===== src/rtl/sat_pkg.sv =====
// ----------------------------------------------------------------------------
// sat_pkg
// Shared types and constants for the sorted alarm timer table.
// ----------------------------------------------------------------------------
`default_nettype none

package sat_pkg;

   // default sizes
   localparam int CAPACITY_DEF   = 64;
   localparam int ID_BITS_DEF    = 22;
   localparam int COUNT_BITS_DEF = 16;

   // fixed field widths on the ports
   localparam int OP_W     = 2;
   localparam int PID_W    = 22;
   localparam int ALARM_W  = 17;
   localparam int STATUS_W = 3;
   localparam int HELD_W   = 7;
   localparam int REQ_DATA_W = 48;
   localparam int RSP_DATA_W = 32;

   typedef enum logic [OP_W-1:0] {
      OP_INSERT = 2'd0,
      OP_ERASE  = 2'd1,
      OP_SET    = 2'd2,
      OP_TICK   = 2'd3
   } op_type;

   typedef enum logic [STATUS_W-1:0] {
      ST_OK        = 3'd0,
      ST_NOT_FOUND = 3'd1,
      ST_FULL      = 3'd2,
      ST_DUPLICATE = 3'd3,
      ST_EXPIRED   = 3'd4,
      ST_NO_EXPIRY = 3'd5
   } status_type;

   // datapath micro-operations
   typedef enum logic [4:0] {
      CMD_IDLE,
      CMD_LOAD,
      CMD_READ_IDX,
      CMD_SRCH_NEXT,
      CMD_SRCH_DONE,
      CMD_EMIT,
      CMD_INS_START,
      CMD_INS_RD,
      CMD_INS_WR,
      CMD_INS_PUT,
      CMD_ERS_START,
      CMD_ERS_RD,
      CMD_ERS_WR,
      CMD_ERS_FIN,
      CMD_SET_PUT,
      CMD_T1_WR,
      CMD_T2_START,
      CMD_T2_KEEP,
      CMD_EXPIRE,
      CMD_T2_END
   } dp_cmd_type;

   typedef enum logic [3:0] {
      FSM_IDLE,
      FSM_START,
      FSM_SRCH_RD,
      FSM_SRCH_CMP,
      FSM_DISPATCH,
      FSM_INS_RD,
      FSM_INS_WR,
      FSM_ERS_RD,
      FSM_ERS_WR,
      FSM_T1_RD,
      FSM_T1_WR,
      FSM_T2_RD,
      FSM_T2_CHK
   } fsm_type;

   typedef struct packed {
      dp_cmd_type cmd;
      status_type status;   // status for CMD_EMIT
   } dp_ctrl_type;

   typedef struct packed {
      op_type op;
      logic   idx_at_count;
      logic   idx_at_pos;
      logic   erase_end;
      logic   id_lt;
      logic   found;
      logic   full;
      logic   expired_now;
      logic   nexp_zero;
      logic   rsp_free;
   } dp_stat_type;

endpackage

`default_nettype wire


===== src/rtl/sat_ctrl.sv =====
// ----------------------------------------------------------------------------
// sat_ctrl
// Sequencer: walks search, shift, and tick passes by commanding the datapath.
// ----------------------------------------------------------------------------
`default_nettype none

module sat_ctrl (
   input  wire logic                 clock,
   input  wire logic                 reset,
   input  wire logic                 req_tvalid,
   output logic                      req_tready,
   input  wire sat_pkg::dp_stat_type stat,
   output sat_pkg::dp_ctrl_type      ctrl
);

   sat_pkg::fsm_type state_ff, state_in;

   always_ff @(posedge clock) begin
      if (reset) begin
         state_ff <= sat_pkg::FSM_IDLE;
      end else begin
         state_ff <= state_in;
      end
   end

   // next state
   always_comb begin
      state_in = state_ff;
      case (state_ff)
         sat_pkg::FSM_IDLE: begin
            if (req_tvalid) state_in = sat_pkg::FSM_START;
         end
         sat_pkg::FSM_START: begin
            state_in = (stat.op == sat_pkg::OP_TICK) ? sat_pkg::FSM_T1_RD
                                                     : sat_pkg::FSM_SRCH_RD;
         end
         sat_pkg::FSM_SRCH_RD: begin
            state_in = stat.idx_at_count ? sat_pkg::FSM_DISPATCH : sat_pkg::FSM_SRCH_CMP;
         end
         sat_pkg::FSM_SRCH_CMP: begin
            state_in = stat.id_lt ? sat_pkg::FSM_SRCH_RD : sat_pkg::FSM_DISPATCH;
         end
         sat_pkg::FSM_DISPATCH: begin
            case (stat.op)
               sat_pkg::OP_INSERT: begin
                  if (stat.found || stat.full) begin
                     if (stat.rsp_free) state_in = sat_pkg::FSM_IDLE;
                  end else begin
                     state_in = sat_pkg::FSM_INS_RD;
                  end
               end
               sat_pkg::OP_ERASE: begin
                  if (!stat.found) begin
                     if (stat.rsp_free) state_in = sat_pkg::FSM_IDLE;
                  end else begin
                     state_in = sat_pkg::FSM_ERS_RD;
                  end
               end
               default: begin
                  if (stat.rsp_free) state_in = sat_pkg::FSM_IDLE;
               end
            endcase
         end
         sat_pkg::FSM_INS_RD: begin
            if (stat.idx_at_pos) begin
               if (stat.rsp_free) state_in = sat_pkg::FSM_IDLE;
            end else begin
               state_in = sat_pkg::FSM_INS_WR;
            end
         end
         sat_pkg::FSM_INS_WR: state_in = sat_pkg::FSM_INS_RD;
         sat_pkg::FSM_ERS_RD: begin
            if (stat.erase_end) begin
               if (stat.rsp_free) state_in = sat_pkg::FSM_IDLE;
            end else begin
               state_in = sat_pkg::FSM_ERS_WR;
            end
         end
         sat_pkg::FSM_ERS_WR: state_in = sat_pkg::FSM_ERS_RD;
         sat_pkg::FSM_T1_RD: begin
            state_in = stat.idx_at_count ? sat_pkg::FSM_T2_RD : sat_pkg::FSM_T1_WR;
         end
         sat_pkg::FSM_T1_WR: state_in = sat_pkg::FSM_T1_RD;
         sat_pkg::FSM_T2_RD: begin
            if (stat.idx_at_count) begin
               if (!stat.nexp_zero || stat.rsp_free) state_in = sat_pkg::FSM_IDLE;
            end else begin
               state_in = sat_pkg::FSM_T2_CHK;
            end
         end
         sat_pkg::FSM_T2_CHK: begin
            if (!stat.expired_now || stat.rsp_free) state_in = sat_pkg::FSM_T2_RD;
         end
         default: state_in = sat_pkg::FSM_IDLE;
      endcase
   end

   // outputs
   always_comb begin
      req_tready  = 1'b0;
      ctrl.cmd    = sat_pkg::CMD_IDLE;
      ctrl.status = sat_pkg::ST_OK;
      case (state_ff)
         sat_pkg::FSM_IDLE: begin
            req_tready = 1'b1;
            if (req_tvalid) ctrl.cmd = sat_pkg::CMD_LOAD;
         end
         sat_pkg::FSM_START: ctrl.cmd = sat_pkg::CMD_IDLE;
         sat_pkg::FSM_SRCH_RD: begin
            ctrl.cmd = stat.idx_at_count ? sat_pkg::CMD_SRCH_DONE : sat_pkg::CMD_READ_IDX;
         end
         sat_pkg::FSM_SRCH_CMP: begin
            ctrl.cmd = stat.id_lt ? sat_pkg::CMD_SRCH_NEXT : sat_pkg::CMD_SRCH_DONE;
         end
         sat_pkg::FSM_DISPATCH: begin
            case (stat.op)
               sat_pkg::OP_INSERT: begin
                  if (stat.found) begin
                     ctrl.status = sat_pkg::ST_DUPLICATE;
                     if (stat.rsp_free) ctrl.cmd = sat_pkg::CMD_EMIT;
                  end else if (stat.full) begin
                     ctrl.status = sat_pkg::ST_FULL;
                     if (stat.rsp_free) ctrl.cmd = sat_pkg::CMD_EMIT;
                  end else begin
                     ctrl.cmd = sat_pkg::CMD_INS_START;
                  end
               end
               sat_pkg::OP_ERASE: begin
                  if (!stat.found) begin
                     ctrl.status = sat_pkg::ST_NOT_FOUND;
                     if (stat.rsp_free) ctrl.cmd = sat_pkg::CMD_EMIT;
                  end else begin
                     ctrl.cmd = sat_pkg::CMD_ERS_START;
                  end
               end
               default: begin
                  if (!stat.found) begin
                     ctrl.status = sat_pkg::ST_NOT_FOUND;
                     if (stat.rsp_free) ctrl.cmd = sat_pkg::CMD_EMIT;
                  end else if (stat.rsp_free) begin
                     ctrl.cmd = sat_pkg::CMD_SET_PUT;
                  end
               end
            endcase
         end
         sat_pkg::FSM_INS_RD: begin
            if (stat.idx_at_pos) begin
               if (stat.rsp_free) ctrl.cmd = sat_pkg::CMD_INS_PUT;
            end else begin
               ctrl.cmd = sat_pkg::CMD_INS_RD;
            end
         end
         sat_pkg::FSM_INS_WR: ctrl.cmd = sat_pkg::CMD_INS_WR;
         sat_pkg::FSM_ERS_RD: begin
            if (stat.erase_end) begin
               if (stat.rsp_free) ctrl.cmd = sat_pkg::CMD_ERS_FIN;
            end else begin
               ctrl.cmd = sat_pkg::CMD_ERS_RD;
            end
         end
         sat_pkg::FSM_ERS_WR: ctrl.cmd = sat_pkg::CMD_ERS_WR;
         sat_pkg::FSM_T1_RD: begin
            ctrl.cmd = stat.idx_at_count ? sat_pkg::CMD_T2_START : sat_pkg::CMD_READ_IDX;
         end
         sat_pkg::FSM_T1_WR: ctrl.cmd = sat_pkg::CMD_T1_WR;
         sat_pkg::FSM_T2_RD: begin
            if (stat.idx_at_count) begin
               if (!stat.nexp_zero || stat.rsp_free) ctrl.cmd = sat_pkg::CMD_T2_END;
            end else begin
               ctrl.cmd = sat_pkg::CMD_READ_IDX;
            end
         end
         sat_pkg::FSM_T2_CHK: begin
            if (!stat.expired_now) begin
               ctrl.cmd = sat_pkg::CMD_T2_KEEP;
            end else if (stat.rsp_free) begin
               ctrl.cmd = sat_pkg::CMD_EXPIRE;
            end
         end
         default: ctrl.cmd = sat_pkg::CMD_IDLE;
      endcase
   end

endmodule

`default_nettype wire


===== src/rtl/sat_dp.sv =====
// ----------------------------------------------------------------------------
// sat_dp
// Datapath: entry memory, scan index and counters, result register.
// ----------------------------------------------------------------------------
`default_nettype none

module sat_dp #(
   parameter int CAPACITY   = sat_pkg::CAPACITY_DEF,
   parameter int ID_BITS    = sat_pkg::ID_BITS_DEF,
   parameter int COUNT_BITS = sat_pkg::COUNT_BITS_DEF
) (
   input  wire logic                          clock,
   input  wire logic                          reset,
   input  wire logic [sat_pkg::OP_W-1:0]      req_op,
   input  wire logic [sat_pkg::PID_W-1:0]     req_pid,
   input  wire logic [sat_pkg::ALARM_W-1:0]   req_alarm,
   input  wire sat_pkg::dp_ctrl_type          ctrl,
   output sat_pkg::dp_stat_type               stat,
   output logic                               rsp_valid,
   input  wire logic                          rsp_ready,
   output logic [sat_pkg::STATUS_W-1:0]       rsp_status,
   output logic [sat_pkg::PID_W-1:0]          rsp_pid,
   output logic [sat_pkg::HELD_W-1:0]         rsp_held,
   output logic                               rsp_last
);

   localparam int AW      = (CAPACITY > 1) ? $clog2(CAPACITY) : 1;
   localparam int CW      = $clog2(CAPACITY + 1);
   localparam int ENTRY_W = ID_BITS + 1 + COUNT_BITS;   // {id, disarmed, count}
   localparam logic [31:0] MAX_CNT = 32'((64'd1 << COUNT_BITS) - 64'd1);

   // entry memory
   logic [ENTRY_W-1:0] mem [CAPACITY];
   logic [ENTRY_W-1:0] rdata_ff;
   logic               rd_en, wr_en;
   logic [AW-1:0]      rd_addr, wr_addr;
   logic [ENTRY_W-1:0] wr_data;

   always_ff @(posedge clock) begin
      if (wr_en) mem[wr_addr] <= wr_data;
      if (rd_en) rdata_ff <= mem[rd_addr];
   end

   // item registers
   sat_pkg::op_type       op_ff, op_in;
   logic [ID_BITS-1:0]    pid_ff, pid_in;
   logic [sat_pkg::ALARM_W-1:0] alarm_ff, alarm_in;
   logic [CW-1:0]         count_ff, count_in;
   logic [CW-1:0]         idx_ff, idx_in;
   logic [CW-1:0]         pos_ff, pos_in;
   logic                  found_ff, found_in;
   logic [CW-1:0]         nexp_ff, nexp_in;
   logic [CW-1:0]         keep_ff, keep_in;
   logic [CW-1:0]         emitted_ff, emitted_in;

   // result register
   logic                          rsp_valid_ff, rsp_valid_in;
   logic [sat_pkg::STATUS_W-1:0]  rsp_status_ff, rsp_status_in;
   logic [sat_pkg::PID_W-1:0]     rsp_pid_ff, rsp_pid_in;
   logic [sat_pkg::HELD_W-1:0]    rsp_held_ff, rsp_held_in;
   logic                          rsp_last_ff, rsp_last_in;

   always_ff @(posedge clock) begin
      if (reset) begin
         count_ff     <= '0;
         rsp_valid_ff <= 1'b0;
      end else begin
         count_ff     <= count_in;
         rsp_valid_ff <= rsp_valid_in;
      end
      op_ff         <= op_in;
      pid_ff        <= pid_in;
      alarm_ff      <= alarm_in;
      idx_ff        <= idx_in;
      pos_ff        <= pos_in;
      found_ff      <= found_in;
      nexp_ff       <= nexp_in;
      keep_ff       <= keep_in;
      emitted_ff    <= emitted_in;
      rsp_status_ff <= rsp_status_in;
      rsp_pid_ff    <= rsp_pid_in;
      rsp_held_ff   <= rsp_held_in;
      rsp_last_ff   <= rsp_last_in;
   end

   // fields of the last read entry
   logic [ID_BITS-1:0]    rd_id;
   logic                  rd_disarm;
   logic [COUNT_BITS-1:0] rd_cnt;
   logic [COUNT_BITS-1:0] dec_cnt;
   logic                  dec_zero;
   logic [COUNT_BITS-1:0] set_cnt;
   logic                  rsp_free;

   assign rd_id     = rdata_ff[ENTRY_W-1 -: ID_BITS];
   assign rd_disarm = rdata_ff[COUNT_BITS];
   assign rd_cnt    = rdata_ff[COUNT_BITS-1:0];
   assign dec_cnt   = (!rd_disarm && rd_cnt != '0) ? rd_cnt - 1'b1 : rd_cnt;
   assign dec_zero  = !rd_disarm && dec_cnt == '0;
   // saturate the loaded countdown at the top of the count range
   assign set_cnt   = ({16'd0, alarm_ff[15:0]} > MAX_CNT) ? COUNT_BITS'(MAX_CNT)
                                                          : COUNT_BITS'(alarm_ff[15:0]);
   assign rsp_free  = !rsp_valid_ff || rsp_ready;

   always_comb begin
      stat.op           = op_ff;
      stat.idx_at_count = idx_ff == count_ff;
      stat.idx_at_pos   = idx_ff == pos_ff;
      stat.erase_end    = ({1'b0, idx_ff} + 1'b1) >= {1'b0, count_ff};
      stat.id_lt        = rd_id < pid_ff;
      stat.found        = found_ff;
      stat.full         = count_ff == CW'(CAPACITY);
      stat.expired_now  = !rd_disarm && rd_cnt == '0;
      stat.nexp_zero    = nexp_ff == '0;
      stat.rsp_free     = rsp_free;
   end

   always_comb begin
      op_in         = op_ff;
      pid_in        = pid_ff;
      alarm_in      = alarm_ff;
      count_in      = count_ff;
      idx_in        = idx_ff;
      pos_in        = pos_ff;
      found_in      = found_ff;
      nexp_in       = nexp_ff;
      keep_in       = keep_ff;
      emitted_in    = emitted_ff;
      rd_en         = 1'b0;
      rd_addr       = idx_ff[AW-1:0];
      wr_en         = 1'b0;
      wr_addr       = idx_ff[AW-1:0];
      wr_data       = rdata_ff;
      rsp_valid_in  = rsp_valid_ff && !rsp_ready;
      rsp_status_in = rsp_status_ff;
      rsp_pid_in    = rsp_pid_ff;
      rsp_held_in   = rsp_held_ff;
      rsp_last_in   = rsp_last_ff;

      case (ctrl.cmd)
         sat_pkg::CMD_LOAD: begin
            op_in    = sat_pkg::op_type'(req_op);
            pid_in   = ID_BITS'(req_pid);
            alarm_in = req_alarm;
            idx_in   = '0;
            nexp_in  = '0;
         end
         sat_pkg::CMD_READ_IDX: rd_en = 1'b1;
         sat_pkg::CMD_SRCH_NEXT: idx_in = idx_ff + 1'b1;
         sat_pkg::CMD_SRCH_DONE: begin
            pos_in   = idx_ff;
            found_in = (idx_ff != count_ff) && (rd_id == pid_ff);
         end
         sat_pkg::CMD_EMIT: begin
            rsp_valid_in  = 1'b1;
            rsp_status_in = ctrl.status;
            rsp_pid_in    = sat_pkg::PID_W'(pid_ff);
            rsp_held_in   = sat_pkg::HELD_W'(count_ff);
            rsp_last_in   = 1'b1;
         end
         sat_pkg::CMD_INS_START: idx_in = count_ff;
         sat_pkg::CMD_INS_RD: begin
            rd_en   = 1'b1;
            rd_addr = AW'(idx_ff - 1'b1);
         end
         sat_pkg::CMD_INS_WR: begin
            wr_en  = 1'b1;
            idx_in = idx_ff - 1'b1;
         end
         sat_pkg::CMD_INS_PUT: begin
            wr_en         = 1'b1;
            wr_addr       = pos_ff[AW-1:0];
            wr_data       = {pid_ff, 1'b1, {COUNT_BITS{1'b1}}};
            count_in      = count_ff + 1'b1;
            rsp_valid_in  = 1'b1;
            rsp_status_in = sat_pkg::ST_OK;
            rsp_pid_in    = sat_pkg::PID_W'(pid_ff);
            rsp_held_in   = sat_pkg::HELD_W'(count_ff + 1'b1);
            rsp_last_in   = 1'b1;
         end
         sat_pkg::CMD_ERS_START: idx_in = pos_ff;
         sat_pkg::CMD_ERS_RD: begin
            rd_en   = 1'b1;
            rd_addr = AW'(idx_ff + 1'b1);
         end
         sat_pkg::CMD_ERS_WR: begin
            wr_en  = 1'b1;
            idx_in = idx_ff + 1'b1;
         end
         sat_pkg::CMD_ERS_FIN: begin
            count_in      = count_ff - 1'b1;
            rsp_valid_in  = 1'b1;
            rsp_status_in = sat_pkg::ST_OK;
            rsp_pid_in    = sat_pkg::PID_W'(pid_ff);
            rsp_held_in   = sat_pkg::HELD_W'(count_ff - 1'b1);
            rsp_last_in   = 1'b1;
         end
         sat_pkg::CMD_SET_PUT: begin
            wr_en   = 1'b1;
            wr_addr = pos_ff[AW-1:0];
            if (alarm_ff[sat_pkg::ALARM_W-1]) begin
               wr_data = {rd_id, 1'b1, {COUNT_BITS{1'b1}}};
            end else begin
               wr_data = {rd_id, 1'b0, set_cnt};
            end
            rsp_valid_in  = 1'b1;
            rsp_status_in = sat_pkg::ST_OK;
            rsp_pid_in    = sat_pkg::PID_W'(pid_ff);
            rsp_held_in   = sat_pkg::HELD_W'(count_ff);
            rsp_last_in   = 1'b1;
         end
         sat_pkg::CMD_T1_WR: begin
            wr_en   = 1'b1;
            wr_data = {rd_id, rd_disarm, dec_cnt};
            idx_in  = idx_ff + 1'b1;
            if (dec_zero) nexp_in = nexp_ff + 1'b1;
         end
         sat_pkg::CMD_T2_START: begin
            idx_in     = '0;
            keep_in    = '0;
            emitted_in = '0;
         end
         sat_pkg::CMD_T2_KEEP: begin
            wr_en   = 1'b1;
            wr_addr = keep_ff[AW-1:0];
            keep_in = keep_ff + 1'b1;
            idx_in  = idx_ff + 1'b1;
         end
         sat_pkg::CMD_EXPIRE: begin
            emitted_in    = emitted_ff + 1'b1;
            idx_in        = idx_ff + 1'b1;
            rsp_valid_in  = 1'b1;
            rsp_status_in = sat_pkg::ST_EXPIRED;
            rsp_pid_in    = sat_pkg::PID_W'(rd_id);
            rsp_held_in   = sat_pkg::HELD_W'(count_ff - emitted_ff - 1'b1);
            rsp_last_in   = (emitted_ff + 1'b1) == nexp_ff;
         end
         sat_pkg::CMD_T2_END: begin
            count_in = keep_ff;
            if (nexp_ff == '0) begin
               rsp_valid_in  = 1'b1;
               rsp_status_in = sat_pkg::ST_NO_EXPIRY;
               rsp_pid_in    = '0;
               rsp_held_in   = sat_pkg::HELD_W'(keep_ff);
               rsp_last_in   = 1'b1;
            end
         end
         default: ;
      endcase
   end

   assign rsp_valid  = rsp_valid_ff;
   assign rsp_status = rsp_status_ff;
   assign rsp_pid    = rsp_pid_ff;
   assign rsp_held   = rsp_held_ff;
   assign rsp_last   = rsp_last_ff;

endmodule

`default_nettype wire


===== src/rtl/sorted_alarm_timer_table.sv =====
// ----------------------------------------------------------------------------
// sorted_alarm_timer_table
// Sorted table of process ids with per-id alarm countdowns.
// ----------------------------------------------------------------------------
// Usage:
//  - req channel: one beat per command (insert, erase, set alarm, tick).
//    Commands are taken one at a time; req_tready is high only while idle.
//  - rsp channel: one beat per command, except a tick with expiries, which
//    gives one beat per expired id in ascending order, tlast on the final.
//  - Sequencing: a lookup scans the table one entry at a time, each step
//    waiting on a registered memory read. Insert/erase then shift the tail
//    one moved entry at a time. A tick makes two passes over the entries
//    held (decrement, then compact and report).
//  - The result register lets the block finish a command while its last
//    beat waits; when rsp_tready is low the sequence stalls at the next beat.
//  - Reset clears the entry count and the result valid; memory contents are
//    don't-care since only entries below the count are read.
// ----------------------------------------------------------------------------
`default_nettype none

module sorted_alarm_timer_table #(
   parameter int CAPACITY   = sat_pkg::CAPACITY_DEF,
   parameter int ID_BITS    = sat_pkg::ID_BITS_DEF,
   parameter int COUNT_BITS = sat_pkg::COUNT_BITS_DEF
) (
   input  wire logic                              clock,
   input  wire logic                              reset,
   input  wire logic                              req_tvalid,
   output logic                                   req_tready,
   // op[1:0], pid[23:2], alarm_seconds[40:24], zero fill [47:41]
   input  wire logic [sat_pkg::REQ_DATA_W-1:0]    req_tdata,
   output logic                                   rsp_tvalid,
   input  wire logic                              rsp_tready,
   // status[2:0], pid_out[24:3], entries_held[31:25]
   output logic [sat_pkg::RSP_DATA_W-1:0]         rsp_tdata,
   output logic                                   rsp_tlast
);

   sat_pkg::dp_ctrl_type ctrl;
   sat_pkg::dp_stat_type stat;

   logic [sat_pkg::STATUS_W-1:0] rsp_status;
   logic [sat_pkg::PID_W-1:0]    rsp_pid;
   logic [sat_pkg::HELD_W-1:0]   rsp_held;

   sat_ctrl u_ctrl (
      .clock      (clock),
      .reset      (reset),
      .req_tvalid (req_tvalid),
      .req_tready (req_tready),
      .stat       (stat),
      .ctrl       (ctrl)
   );

   sat_dp #(
      .CAPACITY   (CAPACITY),
      .ID_BITS    (ID_BITS),
      .COUNT_BITS (COUNT_BITS)
   ) u_dp (
      .clock      (clock),
      .reset      (reset),
      .req_op     (req_tdata[1:0]),
      .req_pid    (req_tdata[23:2]),
      .req_alarm  (req_tdata[40:24]),
      .ctrl       (ctrl),
      .stat       (stat),
      .rsp_valid  (rsp_tvalid),
      .rsp_ready  (rsp_tready),
      .rsp_status (rsp_status),
      .rsp_pid    (rsp_pid),
      .rsp_held   (rsp_held),
      .rsp_last   (rsp_tlast)
   );

   assign rsp_tdata = {rsp_held, rsp_pid, rsp_status};

endmodule

`default_nettype wire

===== config.mk =====
export PLATFORM = sky130hd
export DESIGN_NAME = sorted_alarm_timer_table
export DESIGN_NICKNAME = d
export VERILOG_FILES = /design/src/rtl/sat_pkg.sv /design/src/rtl/sat_ctrl.sv /design/src/rtl/sat_dp.sv /design/src/rtl/sorted_alarm_timer_table.sv
export SDC_FILE = /design/constraint.sdc
export NUM_CORES = 2
export LEC_CHECK = 0
export ABC_AREA = 1
export BUFFER_PORTS_ARGS = -buffer_cell sky130_fd_sc_hd__buf_2
export CAP_MARGIN = 20
export CORE_MARGIN = 4
export CORE_UTILIZATION = 55
export CTS_BUF_LIST = sky130_fd_sc_hd__clkbuf_4 sky130_fd_sc_hd__clkbuf_8
export CTS_CLUSTER_SIZE = 8
export DETAILED_ROUTE_END_ITERATION = 6
export GPL_ROUTABILITY_DRIVEN = 0
export HOLD_SLACK_MARGIN = 0.05
export PLACE_DENSITY = 0.68
export RECOVER_POWER = 50
export SLEW_MARGIN = 20
export SYNTH_ARGS = -nofsm -noshare
export SYNTH_HDL_FRONTEND = slang
export SYNTH_SLANG_ARGS = --single-unit

===== constraint.sdc =====
create_clock -name clock -period 16.8 [get_ports clock]
set_clock_uncertainty 0.2 [all_clocks]
set_input_delay 0 -clock clock [delete_from_list [all_inputs] [get_ports clock]]
set_output_delay 0 -clock clock [all_outputs]
set_load 0.01 [all_outputs]

; ---- After elaboration in Yosys (flattened, before gate mapping)
; Memories as Yosys holds them, arrays and structs flattened. A register that Yosys moved wholly into a read port is not among the register bits.
; Index checks and enable logic that the tools add are counted.
[word_totals]
ff_bits = 122
mem_bits_rw = 2496
output_inout_bits = 35
memories = 1
[mem_list]
columns = name, depth, width, read_ports, rd_ports_with_merged_regs, wr, line
row1 = u_dp.mem, 64, 39, 1, 1, 1, sat_dp.sv:33  ; logic [ENTRY_W-1:0] mem [CAPACITY];
[op_classes]
addsub = 11
n_lt_le_gt_ge = 2
n_eq_ne = 44
n_mux = 64
n_reduce_logical = 42
[ops]
columns = operator, n
row1 = 39-bit case mux with 3 select lines, 1
row2 = 7-bit case mux with 5 select lines, 2
row3 = 22-bit case mux with 3 select lines, 1
row4 = 4-bit two-way mux, 16
row5 = 5-bit case mux with 12 select lines, 1
row6 = 4-bit case mux with 13 select lines, 1
row7 = 7-bit case mux with 2 select lines, 3
row8 = "5-bit by 4-bit equality test with 1-bit output, second input constant", 8
row9 = "7-bit by 1-bit adder with 7-bit output, second input constant", 5
row10 = 5-bit two-way mux, 7
row11 = 16-bit zero test, 2
row12 = 6-bit case mux with 2 select lines, 2
row13 = 22-bit equality test, 1
row14 = 22-bit < comparator, 1
row15 = 22-bit two-way mux, 1
row16 = 7-bit equality test, 3
row17 = 3-bit two-way mux, 7
row18 = 7-bit case mux with 3 select lines, 1
row19 = "7-bit by 1-bit subtractor with 7-bit output, second input constant", 3
row20 = "4-bit equality test, second input constant", 5
row21 = "5-bit by 3-bit equality test with 1-bit output, second input constant", 4
row22 = "5-bit equality test, second input constant", 4
row23 = 17-bit two-way mux, 1
row24 = "4-bit by 3-bit equality test with 1-bit output, second input constant", 4
row25 = 43 further kinds, 79

; ---- Longest topological paths before layout
[logic_depth]
depth_word = 12
mapped_depth = 27
ltp_nobuf = 24

; ---- Hierarchy
; Synthesis repeated with hierarchy kept, for this count alone.
[hier_totals]
cells_unflattened = 11672
hier_area_um2 = 118957.8
[by_module_without_submodules]
columns = module, instances, cells_each, area_each_um2, seq_area_each_um2
row1 = sat_dp, 1, 11522, 118184.6, 79586.3
row2 = sat_ctrl, 1, 150, 773.2, 80.1

; ---- Least setup slack after synthesis
; Ideal clock, no wire load.
[synth_path]
path_kind = reg-to-reg
startpoint = register u_dp.idx_ff[1]
endpoint = register u_dp.rdata_ff[0] (read register of u_dp.mem) (enable)
setup_ns = 0.543
arrival_time_ns = 6.210
t_required_ns = 16.057
slack_ns = 9.847
stages_incl_launch_ff = 16
path_buffers = 0
cell_sequence = edfxtp_1 > ha_1 > nand2_1 > nor2_1 > nand2_1 > xor2_1 > ha_1 > nand2_1 > nand2_1 > nor2_1 > nand2_1 > nand2_1 > nand2_1 > nor2_1 > nand2_1 > o41ai_1
[synth_via]
elab_chain_len = 7
elab_cells_between_ends = 18
[synth_lines]
columns = item, line
row1 = start: declaration, sat_dp.sv:49  ; logic [CW-1:0] idx_ff, idx_in;
row2 = start signal: assignment, sat_dp.sv:74  ; idx_ff <= idx_in;
row3 = 7-bit by 1-bit adder with 8-bit output, sat_dp.sv:109  ; stat.erase_end = ({1'b0, idx_ff} + 1'b1) >= {1'b0, count_ff};
row4 = 8-bit by 7-bit greater-or-equal comparator with 1-bit output, sat_dp.sv:109
row5 = 4-bit two-way mux, sat_ctrl.sv:155  ; if (stat.erase_end) begin
row6 = 5-bit case mux with 12 select lines *, sat_ctrl.sv:103  ; case (state_ff)
row7 = 5-bit by 2-bit equality test with 1-bit output (tied with other cells), sat_dp.sv:140  ; case (ctrl.cmd)
row8 = 3-bit OR reduction (no line) *, n/a
row9 = 1-bit two-way mux *, sat_dp.sv:140
row10 = named net u_dp.rd_en, sat_dp.sv:35  ; logic rd_en, wr_en;
row11 = end: declaration, sat_dp.sv:34  ; logic [ENTRY_W-1:0] rdata_ff;
; Mark *: on every way through the listed nets, which the timed path passes. The rest lies on a longest branch.
; A chain may end at the register's enable or synchronous reset.

; ---- Final worst setup path
[layout_path]
startpoint = register u_dp.idx_ff[0]
endpoint = memory u_dp.mem[5][15] in the netlist's numbering (data pin)
[layout_via]
elab_chain_len = 6
elab_cells_between_ends = 14
[layout_lines]
columns = item, line
row1 = 7-bit by 1-bit adder with 8-bit output, sat_dp.sv:109
row2 = 8-bit by 7-bit greater-or-equal comparator with 1-bit output, sat_dp.sv:109
row3 = 4-bit two-way mux, sat_ctrl.sv:155
row4 = 5-bit case mux with 12 select lines *, sat_ctrl.sv:103
row5 = 5-bit by 4-bit equality test with 1-bit output, sat_dp.sv:140
row6 = 39-bit case mux with 3 select lines *, sat_dp.sv:140
row7 = named net u_dp.wr_data[15], sat_dp.sv:37  ; logic [ENTRY_W-1:0] wr_data;
row8 = end: declaration, sat_dp.sv:33
; Marked as above.

==> impl_summary.txt <==
----------------------------------------------------
[Hold path]
  Number of stages on the worst hold path ... 4
  Hold worst-path end ... u_dp.rsp_valid$_SDFF_PP0_
  Startpoint of the tightest hold check path ... reset
  Worst hold-check path type ... primary input to flop

[Clock network]
  Number of buffers added by the clock tree synthesis step ... 428
  H-tree depth ... 5
  Number of buffers inserted to repair setup after CTS ... 0
  Longest Clk Path Bufs ... 4
  CTS clock-pin slew for the worst setup and hold paths ... 0.07 ns
  Clock insertion delay at the later pin of the skew report ... 1.10 ns
  Hold bufs inserted after CTS ... 134
  Clk root buf ... clkbuf_8
  Sink count of the clock tree ... 2657
  TritonCTS clock tree ... done
  Cts repair resizes ... 0

[Detailed routing]
  Count of nets left with antenna violations after detail routing ... 0
  Final routed DRC violation total ... 1
  Total via count in the routed design ... 78900
  Mean routed wirelength per cell ... 21.7 um
  Final WL ... 304000 um
  Iteration-0 DRC count of the detailed router ... 9984
  Via-to-Cell Ratio ... 5.63
  Detailed-router iteration count before antenna repair ... 7

[Power]
  Power share of the combinational group ... 24.6%
  Part of the total power dissipated in sequential elements ... 45.5%
  Worst IR Drop VDD ... 0.104 mV
  Leakage power figure ... 0.0505 uW
  Int Power ... 11500 uW
  Net switching share of the total power ... 33.0%
  Clock share of power ... 30.0%
  Total power divided by cell area ... 135 mW/mm2
  Switching power of the nets ... 5670 uW

[Floorplanning]
  Starting density of the core ... 55.5%
  Horizontal die dimension ... 465 um
  Core area ... 0.207 mm2
  Number of cell rows ... 167
  Chip Height ... 465 um
  Die area ... 0.217 mm2
  Number of primary I/O pins ... 87

[Synth]
  Unique cell type count in the Yosys netlist ... 57
  Portion of synthesized cell area occupied by the leading cell type ... 69.0%
  Synth Cell Area ... 0.115 mm2
  Main flop type after synthesis ... edfxtp_1
  Avg Synthesized Cell Area ... 10.7 um2
  Largest cells by area after synthesis ... edfxtp_1, nand2_1, nand3_1, inv_1, buf_2
  Yosys warning total ... 0
  Largest area contributor in the synthesized netlist ... edfxtp_1
  Net count of the mapped netlist ... 10800
  Number of cells produced by synthesis ... 10700
  Register bit total from synthesis ... 2657
  Sequential fraction of the synthesis area ... 69.2%
  FFs w/ async S/R, synth ... 0%
  EDFF count, synth ... 2645

[Critical path]
  Number of cells on the worst reg-to-reg path ... 16
  Critical Path End Type ... flop
  Cell type with the highest occurrence count on the critical path ... nand2_1
  Maximum single-stage delay on the critical path ... 2.16 ns
  Origin of the critical flop-to-flop path ... u_dp.idx_ff[0]$_DFFE_PP_
  Req. time, crit path ... 17.03 ns
  Class of the most critical setup path ... flop to flop
  Crit-path max FO ... 64
  Count of buffer and inverter cells on the critical path ... 3
  R2r endpoint ... u_dp.mem[5][15]$_DFFE_PP_
  Critical path depth in cells ... 16
  Sort of element at the start of the critical path ... flop
  Cell type of the slowest stage on the worst timing path ... clkbuf_1
  Crit path max-delay family ... simple AND/OR/NAND/NOR gates
  Series of cell instances along the critical path ... inv_1 > nand2_1 > nand2_1 > nor2_1 > nand2_1 > nor2_1 > nand3_1 > nand2_1 > nor2_1 > a21oi_1 > nand3_1 > nand2_1 > o21ai_0 > clkbuf_1 > o2111ai_4 > clkbuf_1
  Worst Path Arrival ... 10.22 ns
  Flop2flop setup slack ... 6.82 ns

[Final layout]
  Share of cells above drive strength 1 ... 8.32%
  Commonest cells after routing, fill and taps aside ... nand2_1, edfxtp_1, nand3_1
  Final layout net count ... 11100
  Fillers ... 15900
  Post-route non-filler standard cell count ... 14000
  Layout Area Growth over Synthesis ... 10.5%
  Most common cell after layout, fill and taps aside ... nand2_1

[Global routing]
  Vias in the first global route ... 75100
  Total GRT Usage ... 27.5%
  Pin count of the biggest net entering global routing ... 204
  Wire length of the first global-routing pass ... 453000 um
  Number of antenna violations at the first check in global routing ... 8
  Overflow left after global routing ... 0

[Outcome]
  Violations in the final reports ... DRC, capacitance limit, slew limit
  Outcome ... finished, violations left

[Place]
  IO Port Bufs ... 79
  Number of placed instances with taps included ... 13200
  Post-detail-place hpwl ... 153000 um
  Worst-case setup slack after placement ... 9.66 ns

[Timing]
  Final hold viol count ... 0
  Post-layout min period ... 9.98 ns
  Unrepaired setup endpoints after global routing ... false
  Sum of negative setup slack ... 0 ns
  Timing-limited maximum frequency ... 100 MHz
  Crit path setup slack, layout ... 6.82 ns
  Portion of the clock cycle consumed by the worst path in the final layout ... 59.4%
  Slew Viols, Final ... 2755
  Slew HR ... -114%
  Pin slew with the least headroom to its limit ... 3.21 ns
  Setup violators final ... 0

[Run]
  Max Cap Viol ... 46

----------------------------------------------------
==> sequential cells by signal, summed over array words and instances, names as in the netlist, 2 cells and up <==
register         flops
u_dp.pos_ff          7
u_dp.alarm_ff       17
u_dp.mem          2496
u_dp.pid_ff         22
u_dp.emitted_ff      7
u_dp.keep_ff         7
u_dp.rsp_held        7
u_ctrl.state_ff      4
u_dp.count_ff        7
u_dp.op_ff           2
u_dp.idx_ff          7
u_dp.rdata_ff       39
u_dp.rsp_pid        22
u_dp.nexp_ff         7
u_dp.rsp_status      3
==> kinds of logic (layout without fill, tap and decap cells) <==
kind of cell / after synthesis / after routing / synth area share, %
buffers and inverters: 1894 / 2406 / 6.89
AO/OA/AOI/OAI: 577 / 577 / 3.02
AND/OR/NAND/NOR: 5498 / 5498 / 20.0
other: 0 / 5 / 0
XOR/XNOR: 46 / 46 / 0.350
flip-flops: 2657 / 2657 / 69.2
adder cells (fa/ha/maj): 46 / 46 / 0.507
==> cell usage after synthesis (4+ instances only) <==
cell type,count
a21oi_1,51
xor2_1,35
buf_2,301
buf_6,31
inv_2,17
nor3_1,19
nand3_1,1608
nand2_2,9
o22ai_1,5
dfxtp_1,12
clkbuf_1,141
nand3_2,11
nor2_2,5
buf_4,56
o21a_1,4
buf_1,39
o41ai_1,4
edfxtp_1,2645
ha_1,45
o21ai_0,269
nand3b_1,4
nor2_1,187
inv_1,1306
nand2_1,3604
o21ai_1,41
nand4_1,24
nand4_2,4
o2111ai_1,18
xnor2_1,11
nor2_4,4
o211ai_1,161
or2_2,8
==> metal layers <==
metal  global-route usage [%]  wire length (um)  up-vias
li1                         -                 -    36400
met1                     38.4            124000    37700
met2                     43.5            139000     4192
met3                     5.63             32400      644
met4                     9.10              8660        2
met5                        0                13        -
==> power by group through the flow <==
stage               Combinational [uW]  Clock (uW)  Sequential [uW]
CTS                               4180        5230             7750
finish                            4220        5150             7810
global placement                  4050           0             7890
global route                      4610        5550             7820
detailed placement                4130           0             7890
floorplan                         2830           0             7910
==> worst reg2reg max path: stages (launching register included) <==
cell and delay [ns]:
edfxtp_1 0.56, inv_1 0.24, nand2_1 0.10, nand2_1 0.05, nor2_1 0.10, nand2_1 0.14
nor2_1 0.20, nand3_1 1.81, nand2_1 0.58, nor2_1 0.12, a21oi_1 0.16, nand3_1 0.42
nand2_1 0.63, o21ai_0 0.78, clkbuf_1 0.72, o2111ai_4 0.28, clkbuf_1 2.16
==> worst max-delay path by stage <==
| stage | slack, ns | from | endpoint |
|---|---|---|---|
| after floorplan | 9.85 | u_dp.idx_ff[1]$_DFFE_PP_ | u_dp.rdata_ff[0]$_DFFE_PP_ |
| after global placement | 9.76 | u_dp.idx_ff[4]$_DFFE_PP_ | u_dp.rdata_ff[33]$_DFFE_PP_ |
| after detailed placement | 9.66 | u_dp.idx_ff[1]$_DFFE_PP_ | u_dp.rdata_ff[33]$_DFFE_PP_ |
| after CTS | 9.66 | u_dp.idx_ff[0]$_DFFE_PP_ | u_dp.rdata_ff[33]$_DFFE_PP_ |
| after global routing | 6.06 | u_dp.idx_ff[0]$_DFFE_PP_ | u_dp.mem[1][6]$_DFFE_PP_ |
| final | 6.82 | u_dp.idx_ff[0]$_DFFE_PP_ | u_dp.mem[5][15]$_DFFE_PP_ |
==> cell type report <==
class                           count  area, um2  area share [%]
Tap cell                         2788       3490            2.74
Antenna cell                        5       12.5         0.00984
Timing Repair Buffer              381       2900            2.28
Sequential cell                  2657      79700            62.7
Inverter                         1326       5000            3.93
Multi-Input combinational cell   6167      28400            22.3
Clock buffer                      599       7270            5.72
Clock inverter                    100        414           0.326
==> stage by stage <==
step                utilization, %  instance area (um2)  hold WS [ns]  power (uW)
floorplan                        -               115000        -0.131       10700
global placement              57.1               118000       -0.0195       11900
detailed placement            57.1               118000       -0.0214       12000
CTS                           61.5               128000        0.0738       17200
global route                  61.3               127000         0.175       18000
finish                        61.3               127000         0.220       17200
Power figures use the tool's default switching activity.
